<file path="src/design/mdt_pkg.sv">
// Package for the MPPT duty tracker: widths, mode and register codes,
// the input item and configuration structs. No dependencies.
`default_nettype none

package mdt_pkg;

   localparam int DUTY_W     = 16;
   localparam int VOLT_W     = 16;
   localparam int CURR_W     = 16;
   localparam int POWER_W    = 32;
   localparam int STEP_W     = 8;
   localparam int CSR_IDX_W  = 2;
   localparam int CSR_DATA_W = 16;

   localparam logic [STEP_W-1:0] DUTY_STEP_RESET = 8'd1;
   localparam logic [DUTY_W-1:0] DUTY_MAX_RESET  = 16'hFFFF;

   typedef enum logic [1:0] {
      MODE_STOP     = 2'd0,
      MODE_PNO      = 2'd1,
      MODE_INC_COND = 2'd2,
      MODE_HOLD     = 2'd3
   } mode_type;

   typedef enum logic [CSR_IDX_W-1:0] {
      CSR_MODE      = 2'd0,
      CSR_DUTY_STEP = 2'd1,
      CSR_DUTY_MAX  = 2'd2
   } csr_idx_type;

   typedef struct packed {
      mode_type            mode;
      logic [STEP_W-1:0]   duty_step;
      logic [DUTY_W-1:0]   duty_max;
   } cfg_type;

   typedef struct packed {
      logic                action;
      logic [VOLT_W-1:0]   voltage;
      logic [CURR_W-1:0]   current;
      logic [POWER_W-1:0]  power;
      logic [DUTY_W-1:0]   duty_value;
   } req_item_type;

endpackage

`default_nettype wire

</file>
<file path="src/design/mdt_ifs.sv">
// Channel interfaces of the MPPT duty tracker: sample/load request,
// duty response and register write. Depends on mdt_pkg.
`default_nettype none

interface mdt_req_if import mdt_pkg::*; ();
   logic                valid;
   logic                ready;
   logic                action;
   logic [VOLT_W-1:0]   voltage;
   logic [CURR_W-1:0]   current;
   logic [POWER_W-1:0]  power;
   logic [DUTY_W-1:0]   duty_value;

   modport source (output valid, action, voltage, current, power, duty_value, input ready);
   modport sink   (input valid, action, voltage, current, power, duty_value, output ready);
endinterface

interface mdt_rsp_if import mdt_pkg::*; ();
   logic                valid;
   logic                ready;
   logic [DUTY_W-1:0]   duty;

   modport source (output valid, duty, input ready);
   modport sink   (input valid, duty, output ready);
endinterface

interface mdt_csr_if import mdt_pkg::*; ();
   logic                   valid;
   logic                   ready;
   logic [CSR_IDX_W-1:0]   index;
   logic [CSR_DATA_W-1:0]  data;

   modport source (output valid, index, data, input ready);
   modport sink   (input valid, index, data, output ready);
endinterface

`default_nettype wire

</file>
<file path="src/design/mdt_csr.sv">
// Configuration registers of the MPPT duty tracker: mode, duty step and
// duty limit. Depends on mdt_pkg and mdt_csr_if.
`default_nettype none

module mdt_csr import mdt_pkg::*; (
   input  logic      clock,
   input  logic      reset,
   mdt_csr_if.sink   csr_chan,
   output cfg_type   cfg
);

   cfg_type cfg_ff;
   cfg_type cfg_in;

   assign csr_chan.ready = 1'b1;

   always_comb begin
      cfg_in = cfg_ff;
      if (csr_chan.valid) begin
         unique case (csr_idx_type'(csr_chan.index))
            CSR_MODE:      cfg_in.mode      = mode_type'(csr_chan.data[1:0]);
            CSR_DUTY_STEP: cfg_in.duty_step = csr_chan.data[STEP_W-1:0];
            CSR_DUTY_MAX:  cfg_in.duty_max  = csr_chan.data[DUTY_W-1:0];
            default: ;  // drop writes to unknown indexes
         endcase
      end
   end

   always_ff @(posedge clock) begin
      if (reset) begin
         cfg_ff.mode      <= MODE_STOP;
         cfg_ff.duty_step <= DUTY_STEP_RESET;
         cfg_ff.duty_max  <= DUTY_MAX_RESET;
      end else begin
         cfg_ff <= cfg_in;
      end
   end

   assign cfg = cfg_ff;

endmodule

`default_nettype wire

</file>
<file path="src/design/mdt_track.sv">
// Tracking state and step logic of the MPPT duty tracker: previous
// samples, duty register and the per-mode duty update. Depends on mdt_pkg.
`default_nettype none

module mdt_track import mdt_pkg::*; (
   input  logic               clock,
   input  logic               reset,
   input  logic               fire,
   input  req_item_type       item,
   input  cfg_type            cfg,
   output logic [DUTY_W-1:0]  duty_next
);

   logic [POWER_W-1:0]  last_power_ff, last_power_in;
   logic [VOLT_W-1:0]   last_voltage_ff, last_voltage_in;
   logic [CURR_W-1:0]   last_current_ff, last_current_in;
   logic [DUTY_W-1:0]   duty_ff, duty_in;

   logic                  v_up;
   logic signed [VOLT_W:0] dv_s, v_s;
   logic signed [CURR_W:0] di_s, i_s;
   logic signed [33:0]    prod_a, prod_b;
   logic signed [34:0]    num;
   logic                  ic_up, ic_down;

   logic [DUTY_W:0]       sum_up;
   logic [DUTY_W-1:0]     up_val, dn_raw, dn_val, load_val, step_ext;

   assign step_ext = {{(DUTY_W-STEP_W){1'b0}}, cfg.duty_step};

   // saturated step up and step down
   assign sum_up  = {1'b0, duty_ff} + {1'b0, step_ext};
   assign up_val  = (sum_up > {1'b0, cfg.duty_max}) ? cfg.duty_max : sum_up[DUTY_W-1:0];
   assign dn_raw  = (duty_ff > step_ext) ? (duty_ff - step_ext) : '0;
   assign dn_val  = (dn_raw > cfg.duty_max) ? cfg.duty_max : dn_raw;
   assign load_val = (item.duty_value > cfg.duty_max) ? cfg.duty_max : item.duty_value;

   assign v_up = item.voltage > last_voltage_ff;

   // division-free incremental conductance: sign(dI*V + I*dV) * sign(dV)
   assign v_s    = signed'({1'b0, item.voltage});
   assign i_s    = signed'({1'b0, item.current});
   assign dv_s   = v_s - signed'({1'b0, last_voltage_ff});
   assign di_s   = i_s - signed'({1'b0, last_current_ff});
   assign prod_a = di_s * v_s;
   assign prod_b = i_s * dv_s;
   assign num    = {prod_a[33], prod_a} + {prod_b[33], prod_b};

   assign ic_up   = (num != '0) && (dv_s != '0) && (num[34] == dv_s[VOLT_W]);
   assign ic_down = (num != '0) && (dv_s != '0) && (num[34] != dv_s[VOLT_W]);

   always_comb begin
      last_power_in   = last_power_ff;
      last_voltage_in = last_voltage_ff;
      last_current_in = last_current_ff;
      duty_in         = duty_ff;
      if (item.action) begin
         duty_in = load_val;
      end else begin
         case (cfg.mode)
            MODE_STOP: begin
               duty_in = '0;
            end
            MODE_PNO: begin
               if (item.power > last_power_ff) begin
                  duty_in = v_up ? up_val : dn_val;
               end else if (item.power < last_power_ff) begin
                  duty_in = v_up ? dn_val : up_val;
               end
               last_power_in   = item.power;
               last_voltage_in = item.voltage;
               last_current_in = item.current;
            end
            MODE_INC_COND: begin
               if (ic_up) begin
                  duty_in = up_val;
               end else if (ic_down) begin
                  duty_in = dn_val;
               end
               last_voltage_in = item.voltage;
               last_current_in = item.current;
            end
            default: ;  // hold: keep duty and samples
         endcase
      end
   end

   always_ff @(posedge clock) begin
      if (reset) begin
         last_power_ff   <= '0;
         last_voltage_ff <= '0;
         last_current_ff <= '0;
         duty_ff         <= '0;
      end else if (fire) begin
         last_power_ff   <= last_power_in;
         last_voltage_ff <= last_voltage_in;
         last_current_ff <= last_current_in;
         duty_ff         <= duty_in;
      end
   end

   assign duty_next = duty_in;

endmodule

`default_nettype wire

</file>
<file path="src/design/mppt_duty_tracker_core.sv">
// MPPT duty tracker top level: input register, tracking step, result register.
// A request is taken into the input register, stepped, and its duty captured in the
// result register, from which the response is offered; a stalled response holds both.
// Throughput: one item per cycle while the response is not stalled; the duty and sample
// registers update when an item steps, so each item sees the state left by the one before.
// Reset (synchronous, active high): pipeline empty, samples and duty 0,
// mode stopped, duty_step 1, duty_max 65535.
`default_nettype none

module mppt_duty_tracker_core import mdt_pkg::*; (
   input  logic         clock,
   input  logic         reset,
   mdt_req_if.sink      req_chan,
   mdt_rsp_if.source    rsp_chan,
   mdt_csr_if.sink      csr_chan
);

   cfg_type             cfg;
   req_item_type        item_ff, item_in;
   logic                in_vld_ff, in_vld_in;
   logic                rsp_vld_ff, rsp_vld_in;
   logic [DUTY_W-1:0]   rsp_duty_ff, rsp_duty_in;
   logic [DUTY_W-1:0]   duty_next;
   logic                advance, fire, req_xfer;

   mdt_csr u_csr (
      .clock    (clock),
      .reset    (reset),
      .csr_chan (csr_chan),
      .cfg      (cfg)
   );

   mdt_track u_track (
      .clock     (clock),
      .reset     (reset),
      .fire      (fire),
      .item      (item_ff),
      .cfg       (cfg),
      .duty_next (duty_next)
   );

   assign advance        = !rsp_vld_ff || rsp_chan.ready;
   assign fire           = in_vld_ff && advance;
   assign req_chan.ready = !in_vld_ff || advance;
   assign req_xfer       = req_chan.valid && req_chan.ready;

   always_comb begin
      item_in.action     = req_chan.action;
      item_in.voltage    = req_chan.voltage;
      item_in.current    = req_chan.current;
      item_in.power      = req_chan.power;
      item_in.duty_value = req_chan.duty_value;

      in_vld_in = in_vld_ff;
      if (req_xfer) begin
         in_vld_in = 1'b1;
      end else if (fire) begin
         in_vld_in = 1'b0;
      end

      rsp_vld_in  = advance ? in_vld_ff : rsp_vld_ff;
      rsp_duty_in = fire ? duty_next : rsp_duty_ff;
   end

   always_ff @(posedge clock) begin
      if (reset) begin
         in_vld_ff  <= 1'b0;
         rsp_vld_ff <= 1'b0;
      end else begin
         in_vld_ff  <= in_vld_in;
         rsp_vld_ff <= rsp_vld_in;
      end
      if (req_xfer) begin
         item_ff <= item_in;
      end
      rsp_duty_ff <= rsp_duty_in;
   end

   assign rsp_chan.valid = rsp_vld_ff;
   assign rsp_chan.duty  = rsp_duty_ff;

   // a full input stage behind a stalled response blocks new requests
   a_stall_blocks: assert property (@(posedge clock) disable iff (reset)
      in_vld_ff && rsp_vld_ff && !rsp_chan.ready |-> !req_chan.ready)
      else $error("request accepted while both stages are stalled");

   // a direct load never exceeds the requested value
   a_load_bound: assert property (@(posedge clock) disable iff (reset)
      fire && item_ff.action |=> rsp_duty_ff <= $past(item_ff.duty_value))
      else $error("loaded duty above requested value");

   // a tracking sample in stopped mode drives the duty to zero
   a_stop_zero: assert property (@(posedge clock) disable iff (reset)
      fire && !item_ff.action && cfg.mode == MODE_STOP |=> rsp_duty_ff == '0)
      else $error("duty not zero in stopped mode");

   // every step moves a result into the response register
   a_fire_rsp: assert property (@(posedge clock) disable iff (reset)
      fire |=> rsp_vld_ff)
      else $error("stepped item produced no response");

endmodule

`default_nettype wire

</file>
<file path="src/flat_wrapper.sv">
// flat-port wrapper written by rule: the top's interface ports become plain ports
module mppt_duty_tracker_core_flat import mdt_pkg::*;
  (clock, reset, req_chan_valid, req_chan_action, req_chan_voltage, req_chan_current, req_chan_power, req_chan_duty_value, req_chan_ready, rsp_chan_valid, rsp_chan_duty, rsp_chan_ready, csr_chan_valid, csr_chan_index, csr_chan_data, csr_chan_ready);
  mdt_req_if req_chan_i ();
  mdt_rsp_if rsp_chan_i ();
  mdt_csr_if csr_chan_i ();
  input  logic clock;
  input  logic reset;
  input wire logic [$bits(req_chan_i.valid)-1:0] req_chan_valid;
  input wire logic [$bits(req_chan_i.action)-1:0] req_chan_action;
  input wire logic [$bits(req_chan_i.voltage)-1:0] req_chan_voltage;
  input wire logic [$bits(req_chan_i.current)-1:0] req_chan_current;
  input wire logic [$bits(req_chan_i.power)-1:0] req_chan_power;
  input wire logic [$bits(req_chan_i.duty_value)-1:0] req_chan_duty_value;
  output wire logic [$bits(req_chan_i.ready)-1:0] req_chan_ready;
  output wire logic [$bits(rsp_chan_i.valid)-1:0] rsp_chan_valid;
  output wire logic [$bits(rsp_chan_i.duty)-1:0] rsp_chan_duty;
  input wire logic [$bits(rsp_chan_i.ready)-1:0] rsp_chan_ready;
  input wire logic [$bits(csr_chan_i.valid)-1:0] csr_chan_valid;
  input wire logic [$bits(csr_chan_i.index)-1:0] csr_chan_index;
  input wire logic [$bits(csr_chan_i.data)-1:0] csr_chan_data;
  output wire logic [$bits(csr_chan_i.ready)-1:0] csr_chan_ready;
  assign req_chan_i.valid = req_chan_valid;
  assign req_chan_i.action = req_chan_action;
  assign req_chan_i.voltage = req_chan_voltage;
  assign req_chan_i.current = req_chan_current;
  assign req_chan_i.power = req_chan_power;
  assign req_chan_i.duty_value = req_chan_duty_value;
  assign req_chan_ready = req_chan_i.ready;
  assign rsp_chan_valid = rsp_chan_i.valid;
  assign rsp_chan_duty = rsp_chan_i.duty;
  assign rsp_chan_i.ready = rsp_chan_ready;
  assign csr_chan_i.valid = csr_chan_valid;
  assign csr_chan_i.index = csr_chan_index;
  assign csr_chan_i.data = csr_chan_data;
  assign csr_chan_ready = csr_chan_i.ready;
  mppt_duty_tracker_core u_core (.clock(clock), .reset(reset), .req_chan(req_chan_i), .rsp_chan(rsp_chan_i), .csr_chan(csr_chan_i));
endmodule
</file>
<file path="config.mk">
export PLATFORM = sky130hd
export DESIGN_NAME = mppt_duty_tracker_core_flat
export DESIGN_NICKNAME = d
export VERILOG_FILES = /design/src/design/mdt_pkg.sv /design/src/design/mdt_ifs.sv /design/src/design/mdt_csr.sv /design/src/design/mdt_track.sv /design/src/design/mppt_duty_tracker_core.sv /design/src/flat_wrapper.sv
export SDC_FILE = /design/constraint.sdc
export NUM_CORES = 2
export LEC_CHECK = 0
export ABC_AREA = 0
export CORE_ASPECT_RATIO = 2
export CORE_MARGIN = 8
export CORE_UTILIZATION = 53
export CTS_CLUSTER_SIZE = 28
export DETAILED_ROUTE_END_ITERATION = 6
export DONT_BUFFER_PORTS = 1
export GPL_ROUTABILITY_DRIVEN = 0
export PLACE_DENSITY = 0.82
export SLEW_MARGIN = 30
export SYNTH_ARGS = -nofsm -noshare
export SYNTH_HDL_FRONTEND = slang
export SYNTH_SLANG_ARGS = --single-unit
export TNS_END_PERCENT = 30
</file>
<file path="constraint.sdc">
create_clock -name clock -period 11.4 [get_ports clock]
set_clock_uncertainty 0.15 [all_clocks]
set_input_delay 1.14 -clock clock [delete_from_list [all_inputs] [get_ports clock]]
set_output_delay 1.14 -clock clock [all_outputs]
set_load 0.005 [all_outputs]
</file>
==> results.sh <==
export IMPL_area_growth_pct=9.606
export IMPL_wl_per_cell_um=21.01
export IMPL_overflow=0
export IMPL_die_area_mm2=0.07341
export IMPL_cp_start_kind="flop"
export IMPL_clock_sinks=205
export IMPL_fin_area_mm2=0.03749
export IMPL_clockBufferDepth=3
export IMPL_finalHoldViolCount=0
export IMPL_crit_start="u_core.item_ff[48]"
export IMPL_synth_cell_area_mm2=0.03420
export IMPL_fillCellCount=4986
export IMPL_path_class="reg2reg"
export IMPL_async_reset_ff_frac=0
export IMPL_critPathRequiredTime_ns=11.55
export IMPL_synth_area_leader_cell="fa_1"
export IMPL_syn_num_nets=4719
export IMPL_io_buffers=0
export IMPL_slowest_stage="fa_2"
export IMPL_clkLatencyLatePin_ns=0.57
export IMPL_rows=132
export IMPL_regToRegStartpoint="u_core.item_ff[48]"
export IMPL_hp_class="reg2reg"
export IMPL_avgViaCountPerCell=6.021
export IMPL_core_mm2=0.06425
export IMPL_max_freq_ghz=0.08975
export IMPL_first_iter_violations=2653
export IMPL_status="finished clean"
export IMPL_slowest_delay_ns=0.59
export IMPL_place_area_mm2=0.03588
export IMPL_num_vias=27835
export IMPL_syn_inst=3745
export IMPL_dr_pass1_iters=7
export IMPL_end_kind="flop"
export IMPL_ys_top_cells_by_area="fa_1 (33%), ha_1 (11%), edfxtp_1 (8.5%)"
export IMPL_clk_pin_slew_ns=0.06
export IMPL_worst_pin_slew_ns=0.9364
export IMPL_final_common_cell="inv_1"
export IMPL_rrSetupSlack_ns=0.26
export IMPL_layout_common_cells="inv_1 (678), fa_1 (548), and2_1 (389)"
export IMPL_post_route_min_period_ns=11.14
export IMPL_ant_nets=0
export IMPL_yosysUniqueCellTypes=95
export IMPL_hold_slack_ns=0.2968
export IMPL_cts_tree="built"
export IMPL_drc=0
export IMPL_ys_flop_type="dfxtp_1"
export IMPL_r2r_cells=42
export IMPL_dp_cells=4551
export IMPL_maxCapViolations=0
export IMPL_synth_top_area_share=0.3272
export IMPL_finalMaxSlewViolations=0
export IMPL_numCtsBuffers=26
export IMPL_finalNetCount=4770
export IMPL_critPathMaxFanout=7
export IMPL_grt_max_degree=79
export IMPL_initial_core_util=0.5324
export IMPL_syn_area_per_cell_um2=9.133
export IMPL_track_usage=0.2632
export IMPL_reg2reg_to="u_core.rsp_chan.duty[6]"
export IMPL_post_dp_hpwl_mm=75.75
export IMPL_synth_seq_area_share=0.1484
export IMPL_yosys_warnings=0
export IMPL_final_cell_count_no_fill=4623
export IMPL_synth_edff_count=97
export IMPL_wl_mm=97.15
export IMPL_die_width_um=195.6
export IMPL_io_pins=123
export IMPL_crit_arrival_ns=11.29
export IMPL_setup_violations=0
export IMPL_cts_hold_buf=0
export IMPL_grt_pass1_wl_mm=154.8
export IMPL_grt_pass1_vias=29784
export IMPL_period_share=0.9774
export IMPL_drive_above_1_share=0.1004
export IMPL_antenna_found_initial=3
export IMPL_ctsHtreeMaxLevel=1
export IMPL_relSlewSlack=0.3727
export IMPL_crit_top_cell="fa_1"
export IMPL_cts_root_buffer="clkbuf_16"
export IMPL_ys_ff_latch=205
export IMPL_die_y_um=375.3
export IMPL_endpoint="u_core.rsp_chan.duty[6]"
==> cells by family after synthesis <==
logic type	after synthesis	share of synthesized area
xor+xnor	76	0.01986
fa+ha+maj	870	0.4409
mux	60	0.01895
buf+inv	845	0.09383
other cells	1	0.0001096
simple gates	1181	0.1784
flops	205	0.1484
compound gates	507	0.09950
==> synth_stat cells, types with 29 or more instances <==
cell      instances
clkbuf_1        142
o211ai_1         34
o21ai_0          78
fa_1            559
nand3_1          44
nor3_1           48
nor2b_1          77
a21oi_1         161
and2_1          390
nand2_1         371
nand4_1          29
edfxtp_1         97
nor2_1          132
ha_1            311
xnor2_1          48
dfxtp_1         108
inv_1           682
==> critical path, delay by kind of cell, from the launching register on <==
family	cells	cell delay, ns
AO/OA/AOI/OAI	17	3.66
adder cells (fa/ha/maj)	11	4.70
XOR/XNOR	1	0.13
flip-flops	1	0.40
AND/OR/NAND/NOR	6	1.12
buffers and inverters	7	0.75
==> worst min-delay path by stage <==
stage | start | end | cells after the start
finish | u_core.u_track.last_power_ff[16] | u_core.u_track.last_power_ff[16] | 2
global route | u_core.u_track.last_power_ff[3] | u_core.u_track.last_power_ff[3] | 2
CTS | u_core.u_track.last_power_ff[14] | u_core.u_track.last_power_ff[14] | 2
detailed placement | u_core.u_track.last_power_ff[14] | u_core.u_track.last_power_ff[14] | 2
global placement | u_core.u_track.last_current_ff[12] | u_core.u_track.last_current_ff[12] | 2
floorplan | u_core.u_track.last_current_ff[10] | u_core.u_track.last_current_ff[10] | 2
==> layout make-up <==
cell class | count | area [um^2] | share of cell area
Clock buffer | 30 | 685.7 | 0.01829
Multi-Input combinational cell | 2695 | 26430 | 0.7051
Inverter | 684 | 2570 | 0.06855
Antenna cell | 3 | 7.507 | 0.0002002
Timing Repair Buffer | 184 | 1440 | 0.03841
Tap cell | 804 | 1006 | 0.02683
Sequential cell | 205 | 5075 | 0.1354
Clock inverter | 18 | 271.5 | 0.007242
==> repair_timing <==
action | CTS | global route
pin swaps | 4 | 43
gates cloned | 0 | 2
endpoints found under the setup margin | 23 | 32
gates resized for setup | 11 | 94
setup buffers | 6 | 13
==> routing by layer <==
metal / up-vias / track usage / routed length, um
met5: - / 0 / 12
met1: 13749 / 0.3204 / 35380
li1: 12056 / - / -
met3: 423 / 0.06251 / 10100
met4: 2 / 0.1451 / 6275
met2: 1605 / 0.4261 / 45380
==> flip-flops by register name (all words and copies together) (netlist names) <==
signal                          count
u_core.item_ff                     81
u_core.u_track.last_power_ff       32
u_core.u_csr.cfg                   26
u_core.in_vld_ff                    1
u_core.u_track.last_current_ff     16
u_core.u_track.duty_ff             16
u_core.u_track.last_voltage_ff     16
u_core.rsp_chan.valid               1
u_core.rsp_chan.duty               16
==> metrics by stage <==
step	setup WS, ns	util	setup TNS [ns]
final	0.2581	0.5835	0
after detailed placement	-0.2656	0.5585	-2.739
after global placement	0.07221	0.5583	0
after global routing	-0.06318	0.5835	-0.3653
after CTS	0.007687	0.5749	0
after floorplan	0.1720	-	0
Power is left out: the tool's default activity adds up to more than one toggle a clock period on the data nets, which glitch-free logic cannot reach.
